File: src/lcgd_pkg.sv
// Shared types, constants and the microcode ROM of the LCG draw engine.
// No dependencies; every other file imports this package.
`timescale 1ns / 1ps

package lcgd_pkg;

  localparam int MAX_POISSON_COUNT = 1023;

  localparam logic [31:0] RESET_MULT = 32'd2743;
  localparam logic [31:0] RESET_INC  = 32'd5923;
  localparam logic signed [31:0] WARM_LOW  = 32'sd7;
  localparam logic signed [31:0] WARM_HIGH = 32'sd29;

  // counter must hold the Poisson limit and the largest warm-up count
  localparam int CNT_BITS = $clog2(MAX_POISSON_COUNT + 1);
  localparam int CNT_W    = (CNT_BITS > 5) ? CNT_BITS : 5;

  localparam int STEP_W = 6;
  localparam int MUL_W  = 65;

  // configuration register indexes
  localparam int CFG_IDX_W = 1;
  localparam logic [CFG_IDX_W-1:0] REG_MULT = 1'd0;
  localparam logic [CFG_IDX_W-1:0] REG_INC  = 1'd1;

  typedef enum logic [1:0] {
    ACT_SEED = 2'd0,
    ACT_RAW  = 2'd1,
    ACT_INT  = 2'd2,
    ACT_POIS = 2'd3
  } act_t;

  typedef struct packed {
    logic [1:0]         action;
    logic signed [31:0] seed_value;
    logic signed [31:0] low_bound;
    logic signed [31:0] high_bound;
    logic [30:0]        poisson_limit;
  } req_t;

  typedef struct packed {
    logic signed [31:0] value;
    logic               capped;
  } rsp_t;

  typedef enum logic [2:0] {
    SQ_NEXT,
    SQ_JUMP,
    SQ_FETCH,
    SQ_IF_LE,
    SQ_IF_CMAX,
    SQ_IF_CZERO,
    SQ_IF_BOOT,
    SQ_EMIT
  } seq_cond_t;

  typedef enum logic [1:0] {MUL_NONE, MUL_LCG, MUL_RANGE, MUL_POIS} mul_op_t;
  typedef enum logic [1:0] {SEED_HOLD, SEED_UPD, SEED_LOAD} seed_op_t;
  typedef enum logic [1:0] {BND_HOLD, BND_ORDER, BND_WARM, BND_SPAN} bnd_op_t;
  typedef enum logic [2:0] {ACC_HOLD, ACC_RANGE, ACC_SEED, ACC_FRAC, ACC_CNT} acc_op_t;
  typedef enum logic [2:0] {CNT_HOLD, CNT_CLEAR, CNT_INC, CNT_DEC, CNT_LOAD} cnt_op_t;
  typedef enum logic [1:0] {PROD_HOLD, PROD_FRAC, PROD_MUL} prod_op_t;

  typedef struct packed {
    seq_cond_t          cond;
    logic [STEP_W-1:0]  target;
    mul_op_t            mul;
    seed_op_t           seed;
    bnd_op_t            bnd;
    acc_op_t            acc;
    cnt_op_t            cnt;
    prod_op_t           prod;
    logic               cap;
  } uword_t;

  // sequencer -> datapath
  typedef struct packed {
    uword_t word;
    logic   load;
    logic   emit;
    logic   boot;
  } ctl_t;

  // datapath -> sequencer
  typedef struct packed {
    logic prod_gt;
    logic cnt_zero;
    logic cnt_max;
  } stat_t;

  // program entry points and loop heads
  localparam logic [STEP_W-1:0] ST_FETCH = 6'd0;
  localparam logic [STEP_W-1:0] ST_RAW   = 6'd1;
  localparam logic [STEP_W-1:0] ST_INT   = 6'd5;
  localparam logic [STEP_W-1:0] ST_SEED  = 6'd10;
  localparam logic [STEP_W-1:0] ST_WARM  = 6'd11;
  localparam logic [STEP_W-1:0] ST_WLOOP = 6'd16;
  localparam logic [STEP_W-1:0] ST_WEND  = 6'd19;
  localparam logic [STEP_W-1:0] ST_POIS  = 6'd22;
  localparam logic [STEP_W-1:0] ST_PLOOP = 6'd25;
  localparam logic [STEP_W-1:0] ST_PCAP  = 6'd31;
  localparam logic [STEP_W-1:0] ST_PDONE = 6'd33;

  function automatic uword_t uw(input seq_cond_t c, input logic [STEP_W-1:0] t,
                                input mul_op_t m, input seed_op_t s, input bnd_op_t b,
                                input acc_op_t a, input cnt_op_t n, input prod_op_t p,
                                input logic cap);
    uword_t w;
    w.cond   = c;
    w.target = t;
    w.mul    = m;
    w.seed   = s;
    w.bnd    = b;
    w.acc    = a;
    w.cnt    = n;
    w.prod   = p;
    w.cap    = cap;
    return w;
  endfunction

  function automatic logic [STEP_W-1:0] entry(input act_t a);
    logic [STEP_W-1:0] e;
    case (a)
      ACT_SEED: e = ST_SEED;
      ACT_RAW:  e = ST_RAW;
      ACT_INT:  e = ST_INT;
      ACT_POIS: e = ST_POIS;
      default:  e = ST_FETCH;
    endcase
    return e;
  endfunction

  // microcode ROM; a draw is MUL_LCG followed by SEED_UPD
  function automatic uword_t ucode(input logic [STEP_W-1:0] addr);
    uword_t w;
    case (addr)
      // idle: wait for a transfer, dispatch on action
      6'd0:  w = uw(SQ_FETCH,   ST_FETCH, MUL_NONE,  SEED_HOLD, BND_HOLD,  ACC_HOLD,  CNT_HOLD,  PROD_HOLD, 1'b0);
      // raw fraction
      6'd1:  w = uw(SQ_NEXT,    ST_FETCH, MUL_LCG,   SEED_HOLD, BND_HOLD,  ACC_HOLD,  CNT_HOLD,  PROD_HOLD, 1'b0);
      6'd2:  w = uw(SQ_NEXT,    ST_FETCH, MUL_NONE,  SEED_UPD,  BND_HOLD,  ACC_HOLD,  CNT_HOLD,  PROD_HOLD, 1'b0);
      6'd3:  w = uw(SQ_NEXT,    ST_FETCH, MUL_NONE,  SEED_HOLD, BND_HOLD,  ACC_FRAC,  CNT_HOLD,  PROD_HOLD, 1'b0);
      6'd4:  w = uw(SQ_EMIT,    ST_FETCH, MUL_NONE,  SEED_HOLD, BND_HOLD,  ACC_HOLD,  CNT_HOLD,  PROD_HOLD, 1'b0);
      // integer in range
      6'd5:  w = uw(SQ_NEXT,    ST_FETCH, MUL_LCG,   SEED_HOLD, BND_ORDER, ACC_HOLD,  CNT_HOLD,  PROD_HOLD, 1'b0);
      6'd6:  w = uw(SQ_NEXT,    ST_FETCH, MUL_NONE,  SEED_UPD,  BND_SPAN,  ACC_HOLD,  CNT_HOLD,  PROD_HOLD, 1'b0);
      6'd7:  w = uw(SQ_NEXT,    ST_FETCH, MUL_RANGE, SEED_HOLD, BND_HOLD,  ACC_HOLD,  CNT_HOLD,  PROD_HOLD, 1'b0);
      6'd8:  w = uw(SQ_NEXT,    ST_FETCH, MUL_NONE,  SEED_HOLD, BND_HOLD,  ACC_RANGE, CNT_HOLD,  PROD_HOLD, 1'b0);
      6'd9:  w = uw(SQ_EMIT,    ST_FETCH, MUL_NONE,  SEED_HOLD, BND_HOLD,  ACC_HOLD,  CNT_HOLD,  PROD_HOLD, 1'b0);
      // seed load, then warm-up (reset enters at ST_WARM)
      6'd10: w = uw(SQ_NEXT,    ST_FETCH, MUL_NONE,  SEED_LOAD, BND_HOLD,  ACC_HOLD,  CNT_HOLD,  PROD_HOLD, 1'b0);
      6'd11: w = uw(SQ_NEXT,    ST_FETCH, MUL_LCG,   SEED_HOLD, BND_WARM,  ACC_HOLD,  CNT_HOLD,  PROD_HOLD, 1'b0);
      6'd12: w = uw(SQ_NEXT,    ST_FETCH, MUL_NONE,  SEED_UPD,  BND_SPAN,  ACC_HOLD,  CNT_HOLD,  PROD_HOLD, 1'b0);
      6'd13: w = uw(SQ_NEXT,    ST_FETCH, MUL_RANGE, SEED_HOLD, BND_HOLD,  ACC_HOLD,  CNT_HOLD,  PROD_HOLD, 1'b0);
      6'd14: w = uw(SQ_NEXT,    ST_FETCH, MUL_NONE,  SEED_HOLD, BND_HOLD,  ACC_RANGE, CNT_HOLD,  PROD_HOLD, 1'b0);
      6'd15: w = uw(SQ_NEXT,    ST_FETCH, MUL_NONE,  SEED_HOLD, BND_HOLD,  ACC_HOLD,  CNT_LOAD,  PROD_HOLD, 1'b0);
      6'd16: w = uw(SQ_IF_CZERO, ST_WEND, MUL_NONE,  SEED_HOLD, BND_HOLD,  ACC_HOLD,  CNT_HOLD,  PROD_HOLD, 1'b0);
      6'd17: w = uw(SQ_NEXT,    ST_FETCH, MUL_LCG,   SEED_HOLD, BND_HOLD,  ACC_HOLD,  CNT_DEC,   PROD_HOLD, 1'b0);
      6'd18: w = uw(SQ_JUMP,    ST_WLOOP, MUL_NONE,  SEED_UPD,  BND_HOLD,  ACC_HOLD,  CNT_HOLD,  PROD_HOLD, 1'b0);
      6'd19: w = uw(SQ_IF_BOOT, ST_FETCH, MUL_NONE,  SEED_HOLD, BND_HOLD,  ACC_HOLD,  CNT_HOLD,  PROD_HOLD, 1'b0);
      6'd20: w = uw(SQ_NEXT,    ST_FETCH, MUL_NONE,  SEED_HOLD, BND_HOLD,  ACC_SEED,  CNT_HOLD,  PROD_HOLD, 1'b0);
      6'd21: w = uw(SQ_EMIT,    ST_FETCH, MUL_NONE,  SEED_HOLD, BND_HOLD,  ACC_HOLD,  CNT_HOLD,  PROD_HOLD, 1'b0);
      // Poisson
      6'd22: w = uw(SQ_NEXT,    ST_FETCH, MUL_LCG,   SEED_HOLD, BND_HOLD,  ACC_HOLD,  CNT_CLEAR, PROD_HOLD, 1'b0);
      6'd23: w = uw(SQ_NEXT,    ST_FETCH, MUL_NONE,  SEED_UPD,  BND_HOLD,  ACC_HOLD,  CNT_HOLD,  PROD_HOLD, 1'b0);
      6'd24: w = uw(SQ_NEXT,    ST_FETCH, MUL_NONE,  SEED_HOLD, BND_HOLD,  ACC_HOLD,  CNT_HOLD,  PROD_FRAC, 1'b0);
      6'd25: w = uw(SQ_IF_LE,   ST_PDONE, MUL_NONE,  SEED_HOLD, BND_HOLD,  ACC_HOLD,  CNT_HOLD,  PROD_HOLD, 1'b0);
      6'd26: w = uw(SQ_IF_CMAX, ST_PCAP,  MUL_NONE,  SEED_HOLD, BND_HOLD,  ACC_HOLD,  CNT_HOLD,  PROD_HOLD, 1'b0);
      6'd27: w = uw(SQ_NEXT,    ST_FETCH, MUL_LCG,   SEED_HOLD, BND_HOLD,  ACC_HOLD,  CNT_INC,   PROD_HOLD, 1'b0);
      6'd28: w = uw(SQ_NEXT,    ST_FETCH, MUL_NONE,  SEED_UPD,  BND_HOLD,  ACC_HOLD,  CNT_HOLD,  PROD_HOLD, 1'b0);
      6'd29: w = uw(SQ_NEXT,    ST_FETCH, MUL_POIS,  SEED_HOLD, BND_HOLD,  ACC_HOLD,  CNT_HOLD,  PROD_HOLD, 1'b0);
      6'd30: w = uw(SQ_JUMP,    ST_PLOOP, MUL_NONE,  SEED_HOLD, BND_HOLD,  ACC_HOLD,  CNT_HOLD,  PROD_MUL,  1'b0);
      6'd31: w = uw(SQ_NEXT,    ST_FETCH, MUL_NONE,  SEED_HOLD, BND_HOLD,  ACC_CNT,   CNT_HOLD,  PROD_HOLD, 1'b0);
      6'd32: w = uw(SQ_EMIT,    ST_FETCH, MUL_NONE,  SEED_HOLD, BND_HOLD,  ACC_HOLD,  CNT_HOLD,  PROD_HOLD, 1'b1);
      6'd33: w = uw(SQ_NEXT,    ST_FETCH, MUL_NONE,  SEED_HOLD, BND_HOLD,  ACC_CNT,   CNT_HOLD,  PROD_HOLD, 1'b0);
      6'd34: w = uw(SQ_EMIT,    ST_FETCH, MUL_NONE,  SEED_HOLD, BND_HOLD,  ACC_HOLD,  CNT_HOLD,  PROD_HOLD, 1'b0);
      default: w = uw(SQ_JUMP,  ST_FETCH, MUL_NONE,  SEED_HOLD, BND_HOLD,  ACC_HOLD,  CNT_HOLD,  PROD_HOLD, 1'b0);
    endcase
    return w;
  endfunction

endpackage

File: src/lcgd_sequencer.sv
// Microcode sequencer: step counter, ROM lookup, jumps and channel handshakes.
// Depends on lcgd_pkg.
`timescale 1ns / 1ps

module lcgd_sequencer
  import lcgd_pkg::*;
(
  input  logic  clk,
  input  logic  rst,
  input  logic  req_valid,
  input  logic  [1:0] req_action,
  output logic  req_stall,
  output logic  rsp_valid,
  input  logic  rsp_stall,
  input  stat_t stat,
  output ctl_t  ctl
);

  logic [STEP_W-1:0] step;
  logic [STEP_W-1:0] step_next;
  logic              boot;
  logic              boot_next;
  logic              rsp_valid_next;
  uword_t            w;

  always_ff @(posedge clk) begin
    if (rst) begin
      step      <= ST_WARM;
      boot      <= 1'b1;
      rsp_valid <= 1'b0;
    end else begin
      step      <= step_next;
      boot      <= boot_next;
      rsp_valid <= rsp_valid_next;
    end
  end

  always_comb begin
    w              = ucode(step);
    step_next      = step + STEP_W'(1);
    boot_next      = boot;
    req_stall      = 1'b1;
    ctl.load       = 1'b0;
    ctl.emit       = 1'b0;
    rsp_valid_next = rsp_valid && rsp_stall;
    case (w.cond)
      SQ_NEXT: begin
      end
      SQ_JUMP: begin
        step_next = w.target;
      end
      SQ_FETCH: begin
        req_stall = 1'b0;
        if (req_valid) begin
          ctl.load  = 1'b1;
          step_next = entry(act_t'(req_action));
        end else begin
          step_next = step;
        end
      end
      SQ_IF_LE: begin
        if (!stat.prod_gt) step_next = w.target;
      end
      SQ_IF_CMAX: begin
        if (stat.cnt_max) step_next = w.target;
      end
      SQ_IF_CZERO: begin
        if (stat.cnt_zero) step_next = w.target;
      end
      SQ_IF_BOOT: begin
        if (boot) begin
          step_next = w.target;
          boot_next = 1'b0;
        end
      end
      SQ_EMIT: begin
        // result register free or being drained this cycle
        if (!rsp_valid || !rsp_stall) begin
          ctl.emit       = 1'b1;
          rsp_valid_next = 1'b1;
          step_next      = w.target;
        end else begin
          step_next = step;
        end
      end
      default: begin
        step_next = ST_FETCH;
      end
    endcase
    ctl.word = w;
    ctl.boot = boot;
  end

endmodule

File: src/lcgd_datapath.sv
// Datapath: config registers, seed, shared 33x32 multiplier, bounds, counter,
// Poisson product and the result register. Depends on lcgd_pkg.
`timescale 1ns / 1ps

module lcgd_datapath
  import lcgd_pkg::*;
(
  input  logic                 clk,
  input  logic                 rst,
  input  ctl_t                 ctl,
  input  req_t                 req,
  input  logic                 cfg_write,
  input  logic [CFG_IDX_W-1:0] cfg_index,
  input  logic [31:0]          cfg_data,
  output stat_t                stat,
  output rsp_t                 rsp
);

  logic [31:0]        mult;
  logic [31:0]        inc;
  logic [31:0]        mult_eff;
  logic [31:0]        inc_eff;
  logic [31:0]        seed;
  req_t               in_r;
  logic signed [31:0] lo;
  logic signed [31:0] hi;
  logic [32:0]        span;
  logic [32:0]        mul_a;
  logic [31:0]        mul_b;
  logic [MUL_W-1:0]   mulp;
  logic [31:0]        acc;
  logic [30:0]        prod;
  logic [CNT_W-1:0]   cnt;

  // the post-reset warm-up runs with the reset coefficients
  assign mult_eff = ctl.boot ? RESET_MULT : mult;
  assign inc_eff  = ctl.boot ? RESET_INC  : inc;

  always_ff @(posedge clk) begin
    if (rst) begin
      mult <= RESET_MULT;
      inc  <= RESET_INC;
    end else if (cfg_write) begin
      case (cfg_index)
        REG_MULT: mult <= cfg_data;
        REG_INC:  inc  <= cfg_data;
        default: begin
        end
      endcase
    end
  end

  always_comb begin
    case (ctl.word.mul)
      MUL_LCG: begin
        mul_a = {1'b0, seed};
        mul_b = mult_eff;
      end
      MUL_RANGE: begin
        mul_a = span;
        mul_b = {1'b0, seed[30:0]};
      end
      MUL_POIS: begin
        mul_a = {2'b0, prod};
        mul_b = {1'b0, seed[30:0]};
      end
      default: begin
        mul_a = '0;
        mul_b = '0;
      end
    endcase
  end

  always_ff @(posedge clk) begin
    if (ctl.word.mul != MUL_NONE) mulp <= {32'b0, mul_a} * {33'b0, mul_b};
  end

  always_ff @(posedge clk) begin
    if (rst) begin
      seed <= 32'd1;
    end else begin
      case (ctl.word.seed)
        SEED_UPD:  seed <= mulp[31:0] + inc_eff;
        SEED_LOAD: seed <= $unsigned(in_r.seed_value);
        default: begin
        end
      endcase
    end
  end

  always_ff @(posedge clk) begin
    if (ctl.load) in_r <= req;
  end

  always_ff @(posedge clk) begin
    case (ctl.word.bnd)
      BND_ORDER: begin
        if (in_r.low_bound > in_r.high_bound) begin
          lo <= in_r.high_bound;
          hi <= in_r.low_bound;
        end else begin
          lo <= in_r.low_bound;
          hi <= in_r.high_bound;
        end
      end
      BND_WARM: begin
        lo <= WARM_LOW;
        hi <= WARM_HIGH;
      end
      BND_SPAN: begin
        // hi >= lo here, so the 33-bit span is 1 .. 2^32
        span <= {hi[31], hi} - {lo[31], lo} + 33'd1;
      end
      default: begin
      end
    endcase
  end

  always_ff @(posedge clk) begin
    case (ctl.word.acc)
      ACC_RANGE: acc <= $unsigned(lo) + mulp[62:31];
      ACC_SEED:  acc <= seed;
      ACC_FRAC:  acc <= {1'b0, seed[30:0]};
      ACC_CNT:   acc <= {{(32-CNT_W){1'b0}}, cnt};
      default: begin
      end
    endcase
  end

  always_ff @(posedge clk) begin
    case (ctl.word.cnt)
      CNT_CLEAR: cnt <= '0;
      CNT_INC:   cnt <= cnt + CNT_W'(1);
      CNT_DEC:   cnt <= cnt - CNT_W'(1);
      CNT_LOAD:  cnt <= acc[CNT_W-1:0];
      default: begin
      end
    endcase
  end

  always_ff @(posedge clk) begin
    case (ctl.word.prod)
      PROD_FRAC: prod <= seed[30:0];
      PROD_MUL:  prod <= mulp[61:31];
      default: begin
      end
    endcase
  end

  always_ff @(posedge clk) begin
    if (ctl.emit) begin
      rsp.value  <= $signed(acc);
      rsp.capped <= ctl.word.cap;
    end
  end

  assign stat.prod_gt  = prod > in_r.poisson_limit;
  assign stat.cnt_zero = cnt == '0;
  assign stat.cnt_max  = cnt >= CNT_W'(MAX_POISSON_COUNT);

endmodule

File: src/lcg_random_draw_engine_core.sv
// LCG random draw engine, top level: sequencer plus datapath, and checks.
// Depends on lcgd_pkg, lcgd_sequencer and lcgd_datapath.
`timescale 1ns / 1ps

// 32-bit linear congruential generator serving one request at a time. Each
// draw is a pass through the shared 33x32 multiplier followed by the seed
// add, and a microcode sequencer strings draws into the requested action:
// raw fraction, integer in range, seed load with n = 7..29 discarded draws,
// or a Poisson count k. After reset a warm-up of the same kind as a seed
// load runs with the reset coefficients before the first request is taken.
// A finished result sits in an output register, so the next request can
// start while it waits.
module lcg_random_draw_engine_core
  import lcgd_pkg::*;
(
  input  logic                 clk,
  input  logic                 rst,
  input  logic                 req_valid,
  output logic                 req_stall,
  input  req_t                 req,
  output logic                 rsp_valid,
  input  logic                 rsp_stall,
  output rsp_t                 rsp,
  input  logic                 cfg_write,
  input  logic [CFG_IDX_W-1:0] cfg_index,
  input  logic [31:0]          cfg_data
);

  ctl_t  ctl;
  stat_t stat;

  lcgd_sequencer u_seq (
    .clk        (clk),
    .rst        (rst),
    .req_valid  (req_valid),
    .req_action (req.action),
    .req_stall  (req_stall),
    .rsp_valid  (rsp_valid),
    .rsp_stall  (rsp_stall),
    .stat       (stat),
    .ctl        (ctl)
  );

  lcgd_datapath u_dp (
    .clk       (clk),
    .rst       (rst),
    .ctl       (ctl),
    .req       (req),
    .cfg_write (cfg_write),
    .cfg_index (cfg_index),
    .cfg_data  (cfg_data),
    .stat      (stat),
    .rsp       (rsp)
  );

  // a saturated Poisson result always carries the maximum count
  a_capped_max: assert property (@(posedge clk) disable iff (rst)
    rsp_valid && rsp.capped |-> rsp.value == 32'(MAX_POISSON_COUNT))
    else $error("capped result without maximum count");

  // no request is taken before the post-reset warm-up has finished
  a_no_load_in_boot: assert property (@(posedge clk) disable iff (rst)
    ctl.load |-> !ctl.boot)
    else $error("request accepted during warm-up");

  // a new result never overwrites one that is still waiting
  a_no_overwrite: assert property (@(posedge clk) disable iff (rst)
    ctl.emit |-> !rsp_valid || !rsp_stall)
    else $error("result register overwritten");

  // after a result is emitted it is presented on the next cycle
  a_emit_valid: assert property (@(posedge clk) disable iff (rst)
    ctl.emit |=> rsp_valid)
    else $error("emitted result not presented");

endmodule

File: config.mk
export PLATFORM = sky130hd
export DESIGN_NAME = lcg_random_draw_engine_core
export DESIGN_NICKNAME = d
export VERILOG_FILES = /design/src/lcgd_pkg.sv /design/src/lcgd_sequencer.sv /design/src/lcgd_datapath.sv /design/src/lcg_random_draw_engine_core.sv
export SDC_FILE = /design/constraint.sdc
export NUM_CORES = 2
export LEC_CHECK = 0
export BUFFER_PORTS_ARGS = -buffer_cell sky130_fd_sc_hd__clkbuf_2
export CORE_MARGIN = 2
export CORE_UTILIZATION = 44
export CTS_CLUSTER_DIAMETER = 80
export DETAILED_ROUTE_END_ITERATION = 10
export GPL_ROUTABILITY_DRIVEN = 0
export GPL_TIMING_DRIVEN = 0
export PLACE_DENSITY = 0.64
export SETUP_SLACK_MARGIN = 0.3
export SLEW_MARGIN = 20
export SYNTH_ARGS = -nofsm -noshare
export SYNTH_HDL_FRONTEND = slang
export SYNTH_SLANG_ARGS = --single-unit
File: constraint.sdc
create_clock -name clk -period 12.25 [get_ports clk]
set_clock_uncertainty 0.2 [all_clocks]
set_input_delay 1.225 -clock clk [delete_from_list [all_inputs] [get_ports clk]]
set_output_delay 1.225 -clock clk [all_outputs]
set_load 0.01 [all_outputs]
==> reports/qor.tcl <==
set qor(run_status) {finished, final reports clean}
set qor(cts_root_buffer) {sky130_fd_sc_hd__clkbuf_16}
set qor(io-pin-count) 202
set qor(syn-instance-count) 6288
set qor(final_antenna_net_count) 0
set qor(cts-htree-levels) 2
set qor(grt_start_max_net_pins) 65
set qor(post-route-period-util_pct) 97.6
set qor(clock_latency_on_the_worst_skew_pair_ns) 0.64
set qor(library_cell_contributing_the_largest_single_delay_on_the_critical_path) {sky130_fd_sc_hd__clkbuf_1}
set qor(synth_area_mm2) 0.0602
set qor(fmaxAchievable_mhz) 83.6
set qor(place_hpwl_mm) 177
set qor(power_density_mw_per_mm2) 204
set qor(cts.repair.resized) 11
set qor(fin_crit_ns) 11.96
set qor(slew_headroom_pct) 9.82
set qor(synth_adder_area_share_pct) 40.4
set qor(post-route-drc-count) 0
set qor(initialDrtViolationCount) 5890
set qor(floorplan.die_area_mm2) 0.140
set qor(setup.worst_path.start_class) {flop}
set qor(worst_ir_drop_vdd_v) 0.000133
set qor(first_global_vias) 49400
set qor(synth-async-reset-ratio_pct) 0
set qor(layout_overhead_on_the_synthesized_area_pct) 9.50
set qor(grt_remaining_overflow) 0
set qor(finish.net_count) 8144
set qor(cts-hold-fix-buffers) 0
set qor(unrepaired_setup_endpoints_after_global_routing) {no}
set qor(clkSinkCount) 521
set qor(synth_enable_flop_cells) 393
set qor(number_of_setup_violations_in_the_final_report) 0
set qor(accumulated_negative_setup_slack_ns) 0
set qor(cp.required_ns) 12.41
set qor(critPathArrivalTime_ns) 12.11
set qor(drt_pass1_iterations) 10
set qor(first_pass_grt_wire_length_mm) 316
set qor(die_y_um) 374
set qor(tritoncts_clock_tree) {built}
set qor(postSynthAreaPerCell_um2) 9.57
set qor(worst_slew_pin_slew_ns) 1.35
set qor(cts.path.max_buffers) 3
set qor(die-width_um) 374
set qor(yosys_most_used_dff) {sky130_fd_sc_hd__edfxtp_1}
set qor(synth.ff_latch_count) 521
set qor(initial_core_util_pct) 44.4
set qor(synthesized_area_fraction_occupied_by_xor_and_xnor_cells_pct) 2.21
set qor(grt_antenna_before_repair) 16
set qor(critPathCaptureType) {flop}
set qor(rows) 135
set qor(path_common_cell) {sky130_fd_sc_hd__fa_1}
set qor(core_box_area_mm2) 0.136
set qor(cap_violations) 0
set qor(placement.io_buffers) 201
set qor(cts-buffers-inserted) 53
set qor(synth_top_family_by_area) {adder cells}
set qor(synthMuxAreaShare_pct) 2.27
set qor(drive_above_1_share_pct) 7.19
set qor(criticalPathCategory) {flop to flop}
set qor(viasPerCell) 5.78
set qor(synth.yosys.seq_area_share_pct) 23.9
set qor(yosys.area_share.simple_pct) 13.0
set qor(detail_route.wl_per_cell_um) 25.6
set qor(mappedNetlistNets) 7842
set qor(critical_path_peak_fanout) 10
set qor(path_class_of_the_lowest_slack_min_delay_path) {flop to flop}
set qor(synth_compound_gate_area_share_pct) 9.58
set qor(synth.lib_cells_used.distinct) 88
set qor(whs_ns) 0.219
set qor(finalMaxSlewViolations) 0
set qor(wirelength_mm) 216
set qor(synth-warning-count) 0
set qor(leakage_uw) 0.0301
set qor(vias) 48700
set qor(cpPeakStageDelay_ns) 0.83
set qor(hold_viol_final) 0
set qor(grt_util_all_layers_pct) 30.7
set qor(post_cts_buffers) 0
set qor(clock_transition_at_the_registers_of_the_reported_paths_ns) 0.06
## worst max-delay path, delay by kind of cell (launching register included)
family,cells,cell delay (ns)
buf+inv,7,2.46
simple gates,4,1.02
xor+xnor,1,0.15
compound gates,7,2.70
flops,1,0.31
fa+ha+maj,9,4.38
mux,1,0.42
## power by group
part	total [uW]	switching (uW)	internal, uW
sequential	3320	576	2740
clock	1700	731	964
combinational	8430	5650	2780
total	13400	6960	6480
## layout by cell type, fill, tap and decap left out, drive strengths merged, types with 94 or more instances in the layout
master  synthesis  routed
edfxtp        393     393
o21ai         174     174
clkbuf        262     525
fa            929     929
dfxtp         128     128
a21oi         225     225
ha            458     458
xnor2          94      94
nor2          618     618
inv          1080    1083
nand2         856     856
## logic make-up (layout without fill, tap and decap cells)
| family | Yosys count | in the layout |
|---|---|---|
| other cells | 0 | 8 |
| compound gates | 868 | 868 |
| simple gates | 1854 | 1854 |
| mux | 130 | 130 |
| buf+inv | 1376 | 1719 |
| fa+ha+maj | 1387 | 1387 |
| xor+xnor | 152 | 152 |
| flops | 521 | 521 |
## synthesized netlist by cell type (6+ instances only)
library cell               number  area share (%)
sky130_fd_sc_hd__a221o_1        8            0.13
sky130_fd_sc_hd__a31o_2         6           0.087
sky130_fd_sc_hd__a311oi_1       7            0.10
sky130_fd_sc_hd__a21boi_0       7           0.087
sky130_fd_sc_hd__a211o_1        8            0.12
sky130_fd_sc_hd__inv_1       1079             6.7
sky130_fd_sc_hd__a22o_1        60            0.87
sky130_fd_sc_hd__nor2b_1       48            0.50
sky130_fd_sc_hd__o211ai_1      22            0.27
sky130_fd_sc_hd__nand3_1       78            0.65
sky130_fd_sc_hd__a21oi_1      224             1.9
sky130_fd_sc_hd__buf_2          8           0.067
sky130_fd_sc_hd__buf_1         21            0.13
sky130_fd_sc_hd__a31oi_1       24            0.25
sky130_fd_sc_hd__a22oi_1       65            0.81
sky130_fd_sc_hd__o21bai_1      27            0.34
sky130_fd_sc_hd__mux2i_1       76             1.3
sky130_fd_sc_hd__a221oi_1       8            0.12
sky130_fd_sc_hd__mux2_2        54             1.0
sky130_fd_sc_hd__o211a_1        7            0.12
sky130_fd_sc_hd__or3_1          8           0.083
sky130_fd_sc_hd__and2_1        14            0.15
sky130_fd_sc_hd__o41ai_1        7            0.10
sky130_fd_sc_hd__o21ai_0      167             1.4
sky130_fd_sc_hd__xor2_1        58            0.84
sky130_fd_sc_hd__a21o_1        83             1.0
sky130_fd_sc_hd__and3_1        33            0.34
sky130_fd_sc_hd__edfxtp_1     393              20
sky130_fd_sc_hd__nor2_1       618             3.9
sky130_fd_sc_hd__nand2b_1      88            0.91
sky130_fd_sc_hd__o22ai_1        9           0.094
sky130_fd_sc_hd__o21a_1        34            0.42
sky130_fd_sc_hd__or2_2         13            0.14
sky130_fd_sc_hd__xnor2_1       94             1.4
sky130_fd_sc_hd__nand4_1       29            0.30
sky130_fd_sc_hd__nor3_1        42            0.35
sky130_fd_sc_hd__fa_1         929              31
sky130_fd_sc_hd__nand2_1      856             5.3
sky130_fd_sc_hd__dfxtp_1      128             4.3
sky130_fd_sc_hd__clkbuf_1     262             1.6
sky130_fd_sc_hd__a211oi_1      26            0.32
sky130_fd_sc_hd__ha_1         458             9.5
sky130_fd_sc_hd__o31ai_1       12            0.15
## flip-flops by register name (all words and copies together) (netlist names), 33 cells and up
name / flops
u_dp.mulp: 63
u_dp.rsp: 33
u_dp.in_r: 127
u_dp.span: 33
## layer usage
layer | part of all wire (%) | wire, um | up-vias | track usage (%)
met5 | 0.11 | 231 | - | 0
met4 | 7.6 | 16300 | 12 | 18.0
met3 | 14 | 30000 | 816 | 10.9
met2 | 42 | 91500 | 3237 | 46.2
li1 | - | - | 20700 | -
met1 | 36 | 77500 | 23900 | 38.2
## final cells by class
type                       instances  area [um^2]
multi-input combinational       4391        40800
buffer                           294         1180
fill                           12600        69700
timing repair buffer             247         1480
antenna                            8         20.0
tap                             1781         2230
sequential                       521        14400
clock inverter                    38          425
clock buffer                      58         1380
inverter                        1082         4060
## final timing paths
path,start,to,slack (ns),cells after the start
setup / recovery,u_seq.w[14],u_dp.mulp[59],0.29,29
hold reg to reg,u_dp.acc[31],u_dp.rsp[32],0.22,0
setup reg to reg,u_seq.w[14],u_dp.mulp[59],0.29,29
hold / removal,u_dp.acc[31],u_dp.rsp[32],0.22,0
## metrics by stage
stage	power [uW]	area (um^2)	utilization [%]	setup WS, ns	std cells
after floorplan	8240	60200	-	3.26	6288
after CTS	13100	65800	48.5	0.332	8407
after global routing	14100	65900	48.6	0.307	8412
final	13400	65900	48.6	0.293	8420
after global placement	11200	63400	46.7	-2.05	8270
after detailed placement	11400	64000	47.2	-0.673	8311
Power figures use the tool's default switching activity.
